### src/rtl/core/pfd_pkg.sv
// Shared types and constants of the project file event deframer.
`timescale 1ns / 1ps
`default_nettype none

package pfd_pkg;

    // Parser phases.
    typedef enum logic [3:0] {
        PH_MAGIC     = 4'd0,
        PH_HLEN      = 4'd1,
        PH_TYPE      = 4'd2,
        PH_CHAN      = 4'd3,
        PH_PPQ       = 4'd4,
        PH_CHUNK_ID  = 4'd5,
        PH_CHUNK_LEN = 4'd6,
        PH_SKIP      = 4'd7,
        PH_EV_ID     = 4'd8,
        PH_DATA      = 4'd9,
        PH_VARINT    = 4'd10,
        PH_PAYLOAD   = 4'd11,
        PH_ERROR     = 4'd12,
        PH_DONE      = 4'd13
    } t_phase;

    // Result kinds.
    localparam logic [2:0] RK_FIXED   = 3'd0;
    localparam logic [2:0] RK_TEXTLEN = 3'd1;
    localparam logic [2:0] RK_PAYLOAD = 3'd2;
    localparam logic [2:0] RK_HEADER  = 3'd3;
    localparam logic [2:0] RK_ERROR   = 3'd4;

    // Error kinds.
    localparam logic [2:0] ERR_MAGIC     = 3'd0;
    localparam logic [2:0] ERR_HLEN      = 3'd1;
    localparam logic [2:0] ERR_TYPE      = 3'd2;
    localparam logic [2:0] ERR_CHANNELS  = 3'd3;
    localparam logic [2:0] ERR_CHUNK_LEN = 3'd4;
    localparam logic [2:0] ERR_EARLY_END = 3'd5;

    // Configuration register indexes.
    localparam logic [1:0] CFG_WORD_START  = 2'd0;
    localparam logic [1:0] CFG_DWORD_START = 2'd1;
    localparam logic [1:0] CFG_TEXT_START  = 2'd2;

    // Configuration reset values.
    localparam logic [7:0] WORD_START_RST  = 8'd64;
    localparam logic [7:0] DWORD_START_RST = 8'd128;
    localparam logic [7:0] TEXT_START_RST  = 8'd192;

    // Little-endian chunk ids and fixed header fields.
    localparam logic [31:0] MAGIC_HEADER = 32'h6468_4C46;
    localparam logic [31:0] MAGIC_DATA   = 32'h7464_4C46;
    localparam logic [31:0] HDR_LENGTH   = 32'd6;

    // LEB128 shift saturation point and step.
    localparam logic [5:0] VARINT_STEP    = 6'd7;
    localparam logic [5:0] VARINT_SHIFT_MAX = 6'd35;

endpackage

`default_nettype wire

### src/rtl/core/pfd_in_if.sv
// Input byte channel of the deframer: valid, ready and one file byte.
`timescale 1ns / 1ps
`default_nettype none

interface pfd_in_if;
    logic       valid;
    logic       ready;
    logic [7:0] data_byte;
    logic       end_of_file;

    modport source (output valid, output data_byte, output end_of_file, input ready);
    modport sink   (input valid, input data_byte, input end_of_file, output ready);
endinterface

`default_nettype wire

### src/rtl/core/pfd_out_if.sv
// Result channel of the deframer: valid, ready and one result item.
`timescale 1ns / 1ps
`default_nettype none

interface pfd_out_if;
    logic        valid;
    logic        ready;
    logic [2:0]  result_kind;
    logic [7:0]  event_code;
    logic [31:0] event_value;
    logic [2:0]  error_kind;
    logic        payload_last;

    modport source (output valid, output result_kind, output event_code, output event_value,
                    output error_kind, output payload_last, input ready);
    modport sink   (input valid, input result_kind, input event_code, input event_value,
                    input error_kind, input payload_last, output ready);
endinterface

`default_nettype wire

### src/rtl/core/project_file_event_deframer.sv
// An accepted byte waits in the input register; its parsed result goes to the result register.
// Throughput: one byte per cycle unless output stalls; one parse stage between two registers.
// The input register refills in the same cycle it drains, so both sides stream without gaps.
// Reset (synchronous, active low) returns the parser to the magic phase and loads the
// event class thresholds with 64, 128 and 192; errors and end of file hold until reset.
`timescale 1ns / 1ps
`default_nettype none

module project_file_event_deframer #(
    parameter int MAX_CHANNELS            = 1000,
    parameter int CHUNK_LENGTH_LIMIT_BITS = 28
) (
    input  wire        i_clk,
    input  wire        i_rst_n,
    pfd_in_if.sink     i_in,
    pfd_out_if.source  o_out,
    input  wire        i_cfg_we,
    input  wire [1:0]  i_cfg_index,
    input  wire [7:0]  i_cfg_data
);

    // The channel limit compared in the channel count check.
    localparam logic [15:0] CHAN_LIMIT = 16'(MAX_CHANNELS);

    // Configuration: event class thresholds.
    logic [7:0] r_word_start;
    logic [7:0] r_dword_start;
    logic [7:0] r_text_start;

    // Input register holding the request waiting to be parsed.
    logic       r_in_valid;
    logic [7:0] r_in_byte;
    logic       r_in_eof;

    // Parser state.
    pfd_pkg::t_phase r_phase, n_phase;
    logic [2:0]  r_pos, n_pos;
    logic [31:0] r_acc, n_acc;
    logic [7:0]  r_event, n_event;
    logic [5:0]  r_shift, n_shift;
    logic [31:0] r_remaining, n_remaining;
    logic [15:0] r_channels, n_channels;

    // Result register.
    logic        r_out_valid;
    logic [2:0]  r_out_kind;
    logic [7:0]  r_out_code;
    logic [31:0] r_out_value;
    logic [2:0]  r_out_err;
    logic        r_out_last;

    // Parse stage outputs.
    logic        res_valid;
    logic [2:0]  res_kind;
    logic [7:0]  res_code;
    logic [31:0] res_value;
    logic [2:0]  res_err;
    logic        res_last;

    // The parse stage moves when a request waits and the result register is free or draining.
    logic proc_fire;
    assign proc_fire  = r_in_valid && (!r_out_valid || o_out.ready);
    assign i_in.ready = !r_in_valid || proc_fire;

    always_ff @(posedge i_clk) begin
        if (!i_rst_n) begin
            r_word_start  <= pfd_pkg::WORD_START_RST;
            r_dword_start <= pfd_pkg::DWORD_START_RST;
            r_text_start  <= pfd_pkg::TEXT_START_RST;
        end else if (i_cfg_we) begin
            unique case (i_cfg_index)
                pfd_pkg::CFG_WORD_START:  r_word_start  <= i_cfg_data;
                pfd_pkg::CFG_DWORD_START: r_dword_start <= i_cfg_data;
                pfd_pkg::CFG_TEXT_START:  r_text_start  <= i_cfg_data;
                default: ;
            endcase
        end
    end

    always_ff @(posedge i_clk) begin
        if (!i_rst_n) begin
            r_in_valid <= 1'b0;
        end else if (i_in.valid && i_in.ready) begin
            r_in_valid <= 1'b1;
        end else if (proc_fire) begin
            r_in_valid <= 1'b0;
        end
        if (i_in.valid && i_in.ready) begin
            r_in_byte <= i_in.data_byte;
            r_in_eof  <= i_in.end_of_file;
        end
    end

    // Parse one byte against the current state.
    always_comb begin
        logic [31:0] byte_lane;
        logic [31:0] gather_acc;
        logic [31:0] gather_len;
        logic [31:0] varint_bits;
        logic [2:0]  pos_inc;
        logic [5:0]  shift_inc;
        logic        done2;
        logic        done4;
        logic        active;
        logic        boundary;
        logic        fail;
        logic [2:0]  fail_kind;

        pos_inc    = r_pos + 3'd1;
        done2      = pos_inc >= 3'd2;
        done4      = pos_inc >= 3'd4;
        byte_lane  = {24'd0, r_in_byte} << {r_pos[1:0], 3'b000};
        gather_acc = ((r_pos == 3'd0) ? 32'd0 : r_acc) | byte_lane;
        gather_len = ((r_pos == 3'd0) ? 32'd0 : r_remaining) | byte_lane;
        varint_bits = (r_shift < 6'd32) ? ({25'd0, r_in_byte[6:0]} << r_shift[4:0]) : 32'd0;
        shift_inc  = r_shift + pfd_pkg::VARINT_STEP;

        n_phase     = r_phase;
        n_pos       = r_pos;
        n_acc       = r_acc;
        n_event     = r_event;
        n_shift     = r_shift;
        n_remaining = r_remaining;
        n_channels  = r_channels;

        res_valid = 1'b0;
        res_kind  = pfd_pkg::RK_FIXED;
        res_code  = 8'd0;
        res_value = 32'd0;
        res_err   = pfd_pkg::ERR_MAGIC;
        res_last  = 1'b0;

        active    = 1'b1;
        boundary  = 1'b0;
        fail      = 1'b0;
        fail_kind = pfd_pkg::ERR_MAGIC;

        unique case (r_phase)
            pfd_pkg::PH_MAGIC: begin
                n_acc = gather_acc;
                n_pos = done4 ? 3'd0 : pos_inc;
                if (done4) begin
                    if (gather_acc != pfd_pkg::MAGIC_HEADER) begin
                        fail      = 1'b1;
                        fail_kind = pfd_pkg::ERR_MAGIC;
                    end else begin
                        n_phase = pfd_pkg::PH_HLEN;
                    end
                end
            end
            pfd_pkg::PH_HLEN: begin
                n_acc = gather_acc;
                n_pos = done4 ? 3'd0 : pos_inc;
                if (done4) begin
                    if (gather_acc != pfd_pkg::HDR_LENGTH) begin
                        fail      = 1'b1;
                        fail_kind = pfd_pkg::ERR_HLEN;
                    end else begin
                        n_phase = pfd_pkg::PH_TYPE;
                    end
                end
            end
            pfd_pkg::PH_TYPE: begin
                n_acc = gather_acc;
                n_pos = done2 ? 3'd0 : pos_inc;
                if (done2) begin
                    if (gather_acc != 32'd0) begin
                        fail      = 1'b1;
                        fail_kind = pfd_pkg::ERR_TYPE;
                    end else begin
                        n_phase = pfd_pkg::PH_CHAN;
                    end
                end
            end
            pfd_pkg::PH_CHAN: begin
                n_acc = gather_acc;
                n_pos = done2 ? 3'd0 : pos_inc;
                if (done2) begin
                    if (gather_acc[15:0] == 16'd0 || gather_acc[15:0] > CHAN_LIMIT) begin
                        fail      = 1'b1;
                        fail_kind = pfd_pkg::ERR_CHANNELS;
                    end else begin
                        n_channels = gather_acc[15:0];
                        n_phase    = pfd_pkg::PH_PPQ;
                    end
                end
            end
            pfd_pkg::PH_PPQ: begin
                n_acc = gather_acc;
                n_pos = done2 ? 3'd0 : pos_inc;
                if (done2) begin
                    res_valid = 1'b1;
                    res_kind  = pfd_pkg::RK_HEADER;
                    res_value = {gather_acc[15:0], r_channels};
                    n_phase   = pfd_pkg::PH_CHUNK_ID;
                end
            end
            pfd_pkg::PH_CHUNK_ID: begin
                n_acc = gather_acc;
                n_pos = done4 ? 3'd0 : pos_inc;
                if (done4) begin
                    n_phase = pfd_pkg::PH_CHUNK_LEN;
                end
            end
            pfd_pkg::PH_CHUNK_LEN: begin
                n_remaining = gather_len;
                n_pos       = done4 ? 3'd0 : pos_inc;
                if (done4) begin
                    // The length limit is checked before the chunk id.
                    if ((gather_len >> CHUNK_LENGTH_LIMIT_BITS) != 32'd0) begin
                        fail      = 1'b1;
                        fail_kind = pfd_pkg::ERR_CHUNK_LEN;
                    end else if (r_acc == pfd_pkg::MAGIC_DATA) begin
                        n_phase  = pfd_pkg::PH_EV_ID;
                        boundary = 1'b1;
                    end else if (gather_len == 32'd0) begin
                        n_phase = pfd_pkg::PH_CHUNK_ID;
                    end else begin
                        n_phase = pfd_pkg::PH_SKIP;
                    end
                end
            end
            pfd_pkg::PH_SKIP: begin
                n_remaining = r_remaining - 32'd1;
                if (n_remaining == 32'd0) begin
                    n_phase = pfd_pkg::PH_CHUNK_ID;
                end
            end
            pfd_pkg::PH_EV_ID: begin
                n_event = r_in_byte;
                n_acc   = 32'd0;
                n_pos   = 3'd0;
                // Thresholds are tested from the highest class down.
                if (r_in_byte >= r_text_start) begin
                    n_shift = 6'd0;
                    n_phase = pfd_pkg::PH_VARINT;
                end else begin
                    if (r_in_byte >= r_dword_start) begin
                        n_remaining = 32'd4;
                    end else if (r_in_byte >= r_word_start) begin
                        n_remaining = 32'd2;
                    end else begin
                        n_remaining = 32'd1;
                    end
                    n_phase = pfd_pkg::PH_DATA;
                end
            end
            pfd_pkg::PH_DATA: begin
                n_acc = r_acc | byte_lane;
                n_pos = pos_inc;
                if ({29'd0, pos_inc} >= r_remaining) begin
                    n_pos     = 3'd0;
                    res_valid = 1'b1;
                    res_kind  = pfd_pkg::RK_FIXED;
                    res_code  = r_event;
                    res_value = n_acc;
                    n_phase   = pfd_pkg::PH_EV_ID;
                    boundary  = 1'b1;
                end
            end
            pfd_pkg::PH_VARINT: begin
                n_acc = r_acc | varint_bits;
                if (r_in_byte[7]) begin
                    n_shift = (shift_inc > pfd_pkg::VARINT_SHIFT_MAX) ?
                              pfd_pkg::VARINT_SHIFT_MAX : shift_inc;
                end else begin
                    res_valid = 1'b1;
                    res_kind  = pfd_pkg::RK_TEXTLEN;
                    res_code  = r_event;
                    res_value = n_acc;
                    if (n_acc == 32'd0) begin
                        n_phase  = pfd_pkg::PH_EV_ID;
                        boundary = 1'b1;
                    end else begin
                        n_remaining = n_acc;
                        n_phase     = pfd_pkg::PH_PAYLOAD;
                    end
                end
            end
            pfd_pkg::PH_PAYLOAD: begin
                n_remaining = r_remaining - 32'd1;
                res_valid   = 1'b1;
                res_kind    = pfd_pkg::RK_PAYLOAD;
                res_code    = r_event;
                res_value   = {24'd0, r_in_byte};
                res_last    = (n_remaining == 32'd0);
                if (n_remaining == 32'd0) begin
                    n_phase  = pfd_pkg::PH_EV_ID;
                    boundary = 1'b1;
                end
            end
            default: begin
                // Error and done phases swallow every byte.
                active = 1'b0;
            end
        endcase

        // A failed check wins; otherwise a last byte off an event boundary is an early end.
        if (fail || (active && r_in_eof && !boundary)) begin
            n_phase   = pfd_pkg::PH_ERROR;
            res_valid = 1'b1;
            res_kind  = pfd_pkg::RK_ERROR;
            res_code  = 8'd0;
            res_value = 32'd0;
            res_err   = fail ? fail_kind : pfd_pkg::ERR_EARLY_END;
            res_last  = 1'b0;
        end else if (active && r_in_eof) begin
            n_phase = pfd_pkg::PH_DONE;
        end
    end

    always_ff @(posedge i_clk) begin
        if (!i_rst_n) begin
            r_phase     <= pfd_pkg::PH_MAGIC;
            r_pos       <= 3'd0;
            r_acc       <= 32'd0;
            r_event     <= 8'd0;
            r_shift     <= 6'd0;
            r_remaining <= 32'd0;
            r_channels  <= 16'd0;
        end else if (proc_fire) begin
            r_phase     <= n_phase;
            r_pos       <= n_pos;
            r_acc       <= n_acc;
            r_event     <= n_event;
            r_shift     <= n_shift;
            r_remaining <= n_remaining;
            r_channels  <= n_channels;
        end
    end

    always_ff @(posedge i_clk) begin
        if (!i_rst_n) begin
            r_out_valid <= 1'b0;
        end else if (proc_fire) begin
            r_out_valid <= res_valid;
        end else if (o_out.ready) begin
            r_out_valid <= 1'b0;
        end
        if (proc_fire) begin
            r_out_kind  <= res_kind;
            r_out_code  <= res_code;
            r_out_value <= res_value;
            r_out_err   <= res_err;
            r_out_last  <= res_last;
        end
    end

    assign o_out.valid        = r_out_valid;
    assign o_out.result_kind  = r_out_kind;
    assign o_out.event_code   = r_out_code;
    assign o_out.event_value  = r_out_value;
    assign o_out.error_kind   = r_out_err;
    assign o_out.payload_last = r_out_last;

    // An error latches until reset.
    a_error_holds: assert property (@(posedge i_clk) disable iff (!i_rst_n)
        r_phase == pfd_pkg::PH_ERROR |=> r_phase == pfd_pkg::PH_ERROR)
        else $error("parser left the error phase without reset");

    // End of file latches until reset.
    a_done_holds: assert property (@(posedge i_clk) disable iff (!i_rst_n)
        r_phase == pfd_pkg::PH_DONE |=> r_phase == pfd_pkg::PH_DONE)
        else $error("parser left the done phase without reset");

    // While data bytes are gathered, the position stays below the event's byte count.
    a_data_position: assert property (@(posedge i_clk) disable iff (!i_rst_n)
        r_phase == pfd_pkg::PH_DATA |-> {29'd0, r_pos} < r_remaining)
        else $error("data byte position ran past the event size");

    // Only the closing payload byte of a text event is flagged as last.
    a_last_is_payload: assert property (@(posedge i_clk) disable iff (!i_rst_n)
        r_out_valid && r_out_last |-> r_out_kind == pfd_pkg::RK_PAYLOAD)
        else $error("last flag on a result that is not a payload byte");

    // A parsed result with no room would be lost.
    a_no_overwrite: assert property (@(posedge i_clk) disable iff (!i_rst_n)
        r_out_valid && !o_out.ready |=> r_out_valid)
        else $error("pending result dropped before it was taken");

endmodule

`default_nettype wire

### src/flat_wrapper.sv
// flat-port wrapper written by rule: the top's interface ports become plain ports
module project_file_event_deframer_flat 
#(
    parameter int MAX_CHANNELS            = 1000,
    parameter int CHUNK_LENGTH_LIMIT_BITS = 28
)
  (i_clk, i_rst_n, i_cfg_we, i_cfg_index, i_cfg_data, i_in_valid, i_in_data_byte, i_in_end_of_file, i_in_ready, o_out_valid, o_out_result_kind, o_out_event_code, o_out_event_value, o_out_error_kind, o_out_payload_last, o_out_ready);
  pfd_in_if i_in_i ();
  pfd_out_if o_out_i ();
  input  wire i_clk;
  input  wire i_rst_n;
  input  wire i_cfg_we;
  input  wire [1:0] i_cfg_index;
  input  wire [7:0] i_cfg_data;
  input wire logic [$bits(i_in_i.valid)-1:0] i_in_valid;
  input wire logic [$bits(i_in_i.data_byte)-1:0] i_in_data_byte;
  input wire logic [$bits(i_in_i.end_of_file)-1:0] i_in_end_of_file;
  output wire logic [$bits(i_in_i.ready)-1:0] i_in_ready;
  output wire logic [$bits(o_out_i.valid)-1:0] o_out_valid;
  output wire logic [$bits(o_out_i.result_kind)-1:0] o_out_result_kind;
  output wire logic [$bits(o_out_i.event_code)-1:0] o_out_event_code;
  output wire logic [$bits(o_out_i.event_value)-1:0] o_out_event_value;
  output wire logic [$bits(o_out_i.error_kind)-1:0] o_out_error_kind;
  output wire logic [$bits(o_out_i.payload_last)-1:0] o_out_payload_last;
  input wire logic [$bits(o_out_i.ready)-1:0] o_out_ready;
  assign i_in_i.valid = i_in_valid;
  assign i_in_i.data_byte = i_in_data_byte;
  assign i_in_i.end_of_file = i_in_end_of_file;
  assign i_in_ready = i_in_i.ready;
  assign o_out_valid = o_out_i.valid;
  assign o_out_result_kind = o_out_i.result_kind;
  assign o_out_event_code = o_out_i.event_code;
  assign o_out_event_value = o_out_i.event_value;
  assign o_out_error_kind = o_out_i.error_kind;
  assign o_out_payload_last = o_out_i.payload_last;
  assign o_out_i.ready = o_out_ready;
  project_file_event_deframer #(.MAX_CHANNELS(MAX_CHANNELS), .CHUNK_LENGTH_LIMIT_BITS(CHUNK_LENGTH_LIMIT_BITS)) u_core (.i_clk(i_clk), .i_rst_n(i_rst_n), .i_in(i_in_i), .o_out(o_out_i), .i_cfg_we(i_cfg_we), .i_cfg_index(i_cfg_index), .i_cfg_data(i_cfg_data));
endmodule
### config.mk
export PLATFORM = sky130hd
export DESIGN_NAME = project_file_event_deframer_flat
export DESIGN_NICKNAME = d
export VERILOG_FILES = /design/src/rtl/core/pfd_pkg.sv /design/src/rtl/core/pfd_in_if.sv /design/src/rtl/core/pfd_out_if.sv /design/src/rtl/core/project_file_event_deframer.sv /design/src/flat_wrapper.sv
export SDC_FILE = /design/constraint.sdc
export NUM_CORES = 1
export LEC_CHECK = 0
export ABC_AREA = 1
export BUFFER_PORTS_ARGS = -buffer_cell sky130_fd_sc_hd__buf_2
export CAP_MARGIN = 5
export CELL_PAD_IN_SITES_DETAIL_PLACEMENT = 0
export CELL_PAD_IN_SITES_GLOBAL_PLACEMENT = 1
export CORE_AREA = 2 2 183 185
export CTS_BUF_LIST = sky130_fd_sc_hd__clkbuf_2
export DETAILED_ROUTE_END_ITERATION = 10
export DIE_AREA = 0 0 185 187
export PLACE_DENSITY_LB_ADDON = 0.1
export RECOVER_POWER = 25
export SLEW_MARGIN = 20
export SYNTH_ARGS = -nofsm -noshare
export SYNTH_HDL_FRONTEND = slang
export SYNTH_SLANG_ARGS = --single-unit
### constraint.sdc
create_clock -name i_clk -period 3.9 [get_ports i_clk]
set_input_delay 0.78 -clock i_clk [delete_from_list [all_inputs] [get_ports i_clk]]
set_output_delay 0.78 -clock i_clk [all_outputs]
set_load 0.05 [all_outputs]
# Yosys cells after proc, flatten, opt, wreduce, memory -nomap -nowiden
# Cells that the tools add are included.
word_totals:
  word_cells: 210
  regBits: 183
op_classes:
  muxes: 89
  reduce_logical: 44
  shifts: 2
  bitwise_logic: 6
  n_eq_ne: 37
  magnitude_cmp: 9
  n_addsub: 3
ops:
  columns: ["op", "n"]
  rows:
  - ["one-hot mux 32 bit (4 select lines)", 3]
  - ["two-way mux 32 bit", 10]
  - ["bitwise OR 32 bit", 4]
  - ["zero test 32 bit", 3]
  - ["two-way mux 4 bit", 19]
  - ["nonzero test 32 bit", 2]
  - ["one-hot mux 4 bit (12 select lines)", 1]
  - ["inequality test 4 x 1 -> 1 bit, second input constant", 10]
  - ["equality test 32 x 31 -> 1 bit, second input constant", 1]
  - [">= comparator 3 x 32 -> 1 bit", 1]
  - ["inequality test 32 x 3 -> 1 bit, second input constant", 1]
  - ["inequality test 32 x 31 -> 1 bit, second input constant", 1]
  - ["<< shifter 7 x 5 -> 32 bit", 1]
  - ["<< shifter 8 x 5 -> 32 bit", 1]
  - ["subtractor 32 x 1 -> 32 bit, second input constant", 1]
  - ["two-way mux 1 bit", 27]
  - ["two-way mux 3 bit", 9]
  - [">= comparator 8 bit", 3]
  - ["inequality test 4 bit, second input constant", 6]
  - ["one-hot mux 3 bit (4 select lines)", 2]
  - ["one-hot mux 8 bit (3 select lines)", 1]
  - ["two-way mux 6 bit", 3]
  - ["AND reduction 18 bit", 1]
  - ["equality test 4 x 3 -> 1 bit, second input constant", 4]
  - ["39 further kinds", 75]

# Logic depth before layout (Yosys ltp)
logic_depth:
  ltp_word: 12
  depth_mapped: 25
  depth_no_buf: 22

# Worst setup path before layout
# No wires, ideal clock.
synth_timing:
  path_type: "in2reg"
  from: "input port o_out_ready"
  to: "register u_core.r_remaining[9]"
  slack_ns: 0.780
  path_stages: 13
  setup_ns: 0.128
  path_buffers: 2
  arrival_ns: 2.993
  required_ns: 3.772
  cell_sequence: "inv_1 -> nand2_1 -> nand2_1 -> inv_1 -> o211ai_1 -> nor2_1 -> nand2_4 -> inv_2 -> buf_6 -> buf_6 -> nand2_1 -> o21ai_1 -> nor2_1"
synth_between:
  elab_chain_cells: 3
synth_rtl:
  columns: ["item", "line_no", "rtl"]
  rows:
  - ["start: declaration", "flat_wrapper.sv:25", "input wire logic [$bits(o_out_i.ready)-1:0] o_out_ready;"]
  - ["logical OR 1 bit", "project_file_event_deframer.sv:62", "assign proc_fire = r_in_valid && (!r_out_valid || o_out.ready);"]
  - ["logical AND 1 bit", "project_file_event_deframer.sv:62", null]
  - ["named net u_core.proc_fire", "project_file_event_deframer.sv:61", "logic proc_fire;"]
  - ["AND reduction 5 bit (no source line)", null, null]
  - ["end signal: assignment", "project_file_event_deframer.sv:327", "r_remaining <= n_remaining;"]
  - ["end: declaration", "project_file_event_deframer.sv:41", "logic [31:0] r_remaining, n_remaining;"]
# The timed path passes the listed nets, and every way through them passes these cells.
# A chain may end at the register's enable or synchronous reset.

# Worst setup path in the final report
layout_timing:
  from: "register u_core.r_shift[2]"
  to: "register u_core.r_remaining[15]"
layout_between:
  elab_chain_cells: 6
  elab_cells_between_ends: 10
  cone_classes: "1 x order compare; 1 x eq/ne; 1 x shift; 4 x mux; 1 x bitwise; 2 x reduce/logical"
layout_rtl:
  columns: ["item", "line_no", "rtl"]
  rows:
  - ["start: declaration", "project_file_event_deframer.sv:40", "logic [5:0] r_shift, n_shift;"]
  - ["start signal: assignment", "project_file_event_deframer.sv:326", "r_shift <= n_shift;"]
  - ["less-than comparator 6 bit or << shifter 7 x 5 -> 32 bit (tied branches)", "project_file_event_deframer.sv:115", "varint_bits = (r_shift < 6'd32) ? ({25'd0, r_in_byte[6:0]} << r_shift[4:0]) : 32'd0;"]
  - ["two-way mux 32 bit (*)", "project_file_event_deframer.sv:115", null]
  - ["bitwise OR 32 bit (*)", "project_file_event_deframer.sv:262", "n_acc = r_acc | varint_bits;"]
  - ["zero test 32 bit or two-way mux 32 bit (tied branches)", "project_file_event_deframer.sv:271", "if (n_acc == 32'd0) begin"]
  - ["inequality test 2 bit (no source line) or two-way mux 32 bit (tied branches)", null, null]
  - ["AND reduction 5 bit (no source line) or one-hot mux 32 bit (4 select lines) (tied branches)", null, null]
# Mark *: on every way between the ends. The rest lies on a longest branch, timed or not. The select of a mux whose other input is x is not followed.

==> impl_metrics.tcl <==
set metrics [dict create \
    outcome "finished, violations left" \
    violations "capacitance limit, slew limit" \
    wl_per_cell_microns 21.8 \
    p_comb_frac 0.292 \
    total_leakage_power_nw 6.50 \
    ys_seq_area_frac 0.328 \
    maxClockFrequency_mhz 276 \
    end_kind "flip-flop" \
    setup_viol 0 \
    netSwitchingFraction 0.394 \
    clk_pin_slew_worst_paths_ns 0.35 \
    grt_max_degree 76 \
    synth_top_cell_area_share 0.197 \
    p_int_mw 2.84 \
    ys_async_sr_fraction 0 \
    dr_wl_met2_mm 23.3 \
    syn_nets 2027 \
    power.density_mw_per_mm2 333 \
    crit_chain "inv_2 > nand3_2 > inv_2 > nand3_1 > nand2_1 > nor2_1 > nand2_1 > nor2_1 > nand3_2 > nor2_4 > nand3_2 > nand2_4 > buf_4 > o21ai_0 > a21oi_1" \
    synth_ff_type "dfxtp_1" \
    layout-drive-gt1-share 0.124 \
    drt_first_pass_iters 6 \
    gp_congestion 1.03 \
    fillCellCount 3566 \
    drt-met1-wl_mm 24.2 \
    synth_area_leaders "dfxtp_1 20%, nand2_1 15%, edfxtp_1 13%" \
    met3_length_mm 4.82 \
    via_per_inst 5.61 \
    tightest_slew_ns 3.51 \
    antenna_found_initial 1 \
    yosysMostFrequentCell "nand2_1" \
    dr_total_vias 13900 \
    worstPathMaxFanout 17 \
    die_area_sq_mm 0.0346 \
    yosysUniqueCellTypes 55 \
    synthTopCellsByCount "514 x nand2_1, 214 x inv_1, 206 x nor2_1" \
    drc 0 \
    grt_first_pass_wirelength_mm 80.8 \
    track_usage 0.313 \
    postRouteWirelength_mm 54.0 \
    avgSynthCellArea_sq_um 6.54 \
    design_area_sq_mm 0.0141 \
    slowest_delay_ns 0.83 \
    fin_crit_ns 3.62 \
    finalCritPeriodShare 0.928 \
    grt-ovfl-total 0 \
    worstPathRequired_ns 4.67 \
    die_h_microns 187 \
    hp-class "primary input to flip-flop" \
    slew-limit-headroom -1.34 \
    seqPwrFrac 0.450 \
    hold_viol 0 \
    postPlaceCellArea_sq_mm 0.0137 \
    grt_pass1_vias 12800 \
    hpwl_mm 41.2 \
    timing.critical_path.buf_inv 3 \
    core_area_sq_mm 0.0329 \
    synth_cells 1970 \
    finalMaxSlewViolations 118 \
    final_antenna_net_count 0 \
    synth-seq-cells 183 \
    synth_area_sq_mm 0.0129 \
    clk_latency_ns 0.91 \
    h-tree-depth 4 \
    cpMostUsedCell "nand3_2" \
    path_delay_family "simple AND/OR/NAND/NOR gates" \
    port_buffers 72 \
    peakVddDrop_mv 0.331 \
    rows 67 \
    yosysWarningCount 0 \
    start_util 0.392 \
    multi_input_area_sq_mm 0.00717 \
    cp-start-kind "flip-flop" \
    p_clk_frac 0.257 \
    syn2layout_area_growth_pct 9.20 \
    drt-initial-drc-count 1857 \
    numCtsBuffers 17 \
    top_layer "met4" \
    cts_tree "yes" \
    ff_latch_area_sq_mm 0.00422 \
    die_width_microns 185 \
    drv_cap 2 \
    path_class "flip-flop to flip-flop" \
    arrival_ns 4.39 \
    pin_count 73 \
    fin_skew_ns 0.0796 \
    clkSinkCount 183 \
    clock_path_buffers 2 \
    rsz0062_at_grt "no" \
    cts-root-buf "clkbuf_2" \
    nets 2076 \
    switching_power_mw 1.84 \
    cp_slowest_cell "dfxtp_1" \
    synth_area_leader_cell "dfxtp_1" \
    synth_edf_count 56 \
    setup_tns_ns 0 \
]
-- cells by family (layout without fill, tap and decap cells) --
logic type                 after synthesis  count (layout)  share of synthesized area
other                                    0               1                          0
DFF                                    183             183                      0.328
xor gates and xnor gates                15              15                     0.0102
AOI/OAI and AO/OA                      416             416                      0.190
adders and majority gates               33              33                     0.0321
buffers and inverters                  362             424                      0.117
and+or+nand+nor                        961             961                      0.323
-- flip-flops by register name, summed over array words and instances (netlist names) --
register	flops
u_core.o_out.error_kind	3
u_core.o_out.event_code	8
u_core.o_out.event_value	32
u_core.o_out.payload_last	1
u_core.o_out.result_kind	3
u_core.o_out.valid	1
u_core.r_acc	32
u_core.r_channels	16
u_core.r_dword_start	8
u_core.r_event	8
u_core.r_in_byte	8
u_core.r_in_eof	1
u_core.r_in_valid	1
u_core.r_phase	4
u_core.r_pos	3
u_core.r_remaining	32
u_core.r_shift	6
u_core.r_text_start	8
u_core.r_word_start	8
-- power by group through the flow --
stage / registers [mW] / clock network (mW) / logic (mW)
finish: 2.11 / 1.20 / 1.37
global route: 2.12 / 1.30 / 1.48
CTS: 2.10 / 1.23 / 1.33
detailed placement: 2.14 / 0 / 1.31
global placement: 2.14 / 0 / 1.32
floorplan: 2.18 / 0 / 0.842
-- final cells by class --
cell class / count / share of cell area
inverters: 269 / 0.0723
multi-input cells: 1425 / 0.510
diodes: 1 / 0.000178
well taps: 448 / 0.0399
clock buffers: 18 / 0.00641
clock inverters: 14 / 0.0138
flip-flops and latches: 183 / 0.300
repair buffers: 123 / 0.0575
-- metrics by stage --
| stage | power, mW | std cells | hold WS [ns] | worst slack (ns) | util |
|---|---|---|---|---|---|
| 2_1_floorplan | 3.02 | 1970 | 0.424 | 0.780 | - |
| 3_3_place_gp | 3.46 | 2439 | 0.445 | 0.314 | 0.417 |
| 3_5_place_dp | 3.45 | 2439 | 0.450 | 0.289 | 0.417 |
| 4_1_cts | 4.66 | 2479 | 0.0193 | 0.228 | 0.428 |
| 5_1_grt | 4.89 | 2481 | 0.0355 | 0.0563 | 0.428 |
| 6_report | 4.68 | 2481 | 0.106 | 0.282 | 0.428 |
-- metal layers --
metal,vias up,track usage
li1,6626,-
met1,6516,0.457
met2,682,0.469
met3,88,0.0530
met4,0,0.0946
met5,-,0
-- what timing repair did --
| item | 4_1_cts | 5_1_grt |
|---|---|---|
| buffers inserted | 0 | 0 |
| hold buffers | 8 | 1 |
| hold endpoints to repair | 8 | 1 |
| setup endpoints to repair | 0 | 41 |
| gates resized for setup | 0 | 1 |
-- worst reg2reg max path: cells and delay by family, from the launching register on --
| family | cells | cell delay, ns |
|---|---|---|
| AND/OR/NAND/NOR | 10 | 1.64 |
| buffers and inverters | 3 | 0.63 |
| AO/OA/AOI/OAI | 2 | 0.41 |
| flip-flops | 1 | 0.83 |
-- cell usage in the layout, fill, tap and decap left out, types with 5 or more instances in the layout --
| cell type | n |
|---|---|
| buf_4 | 36 |
| o2111ai_1 | 10 |
| nand2_1 | 514 |
| nand3_1 | 139 |
| dfxtp_1 | 127 |
| nor2_1 | 204 |
| clkbuf_2 | 19 |
| nor4_1 | 15 |
| o31ai_1 | 5 |
| inv_1 | 215 |
| ha_1 | 33 |
| edfxtp_1 | 56 |
| o211ai_1 | 22 |
| inv_2 | 49 |
| nand2_2 | 7 |
| o22ai_1 | 16 |
| o221ai_1 | 26 |
| nor2_4 | 5 |
| nand4_1 | 19 |
| nand3b_1 | 7 |
| nand3_2 | 16 |
| a221oi_1 | 11 |
| o21ai_1 | 27 |
| buf_2 | 71 |
| a21oi_1 | 132 |
| nor2_2 | 10 |
| dlygate4sd3_1 | 9 |
| xor2_1 | 12 |
| o21ai_0 | 142 |
| nor3_1 | 15 |
-- worst paths after layout --
check / cells after the start / to / from / slack [ns]
worst max-delay path: 15 / u_core.r_remaining[15] / u_core.r_shift[2] / 0.28
worst min-delay path: 3 / u_core.r_dword_start[0] / i_cfg_data[0] / 0.11
worst max register to register: 15 / u_core.r_remaining[15] / u_core.r_shift[2] / 0.28
worst min register to register: 2 / u_core.r_dword_start[1] / u_core.r_dword_start[1] / 0.48
No activity file was read; power rests on OpenSTA's default activity.
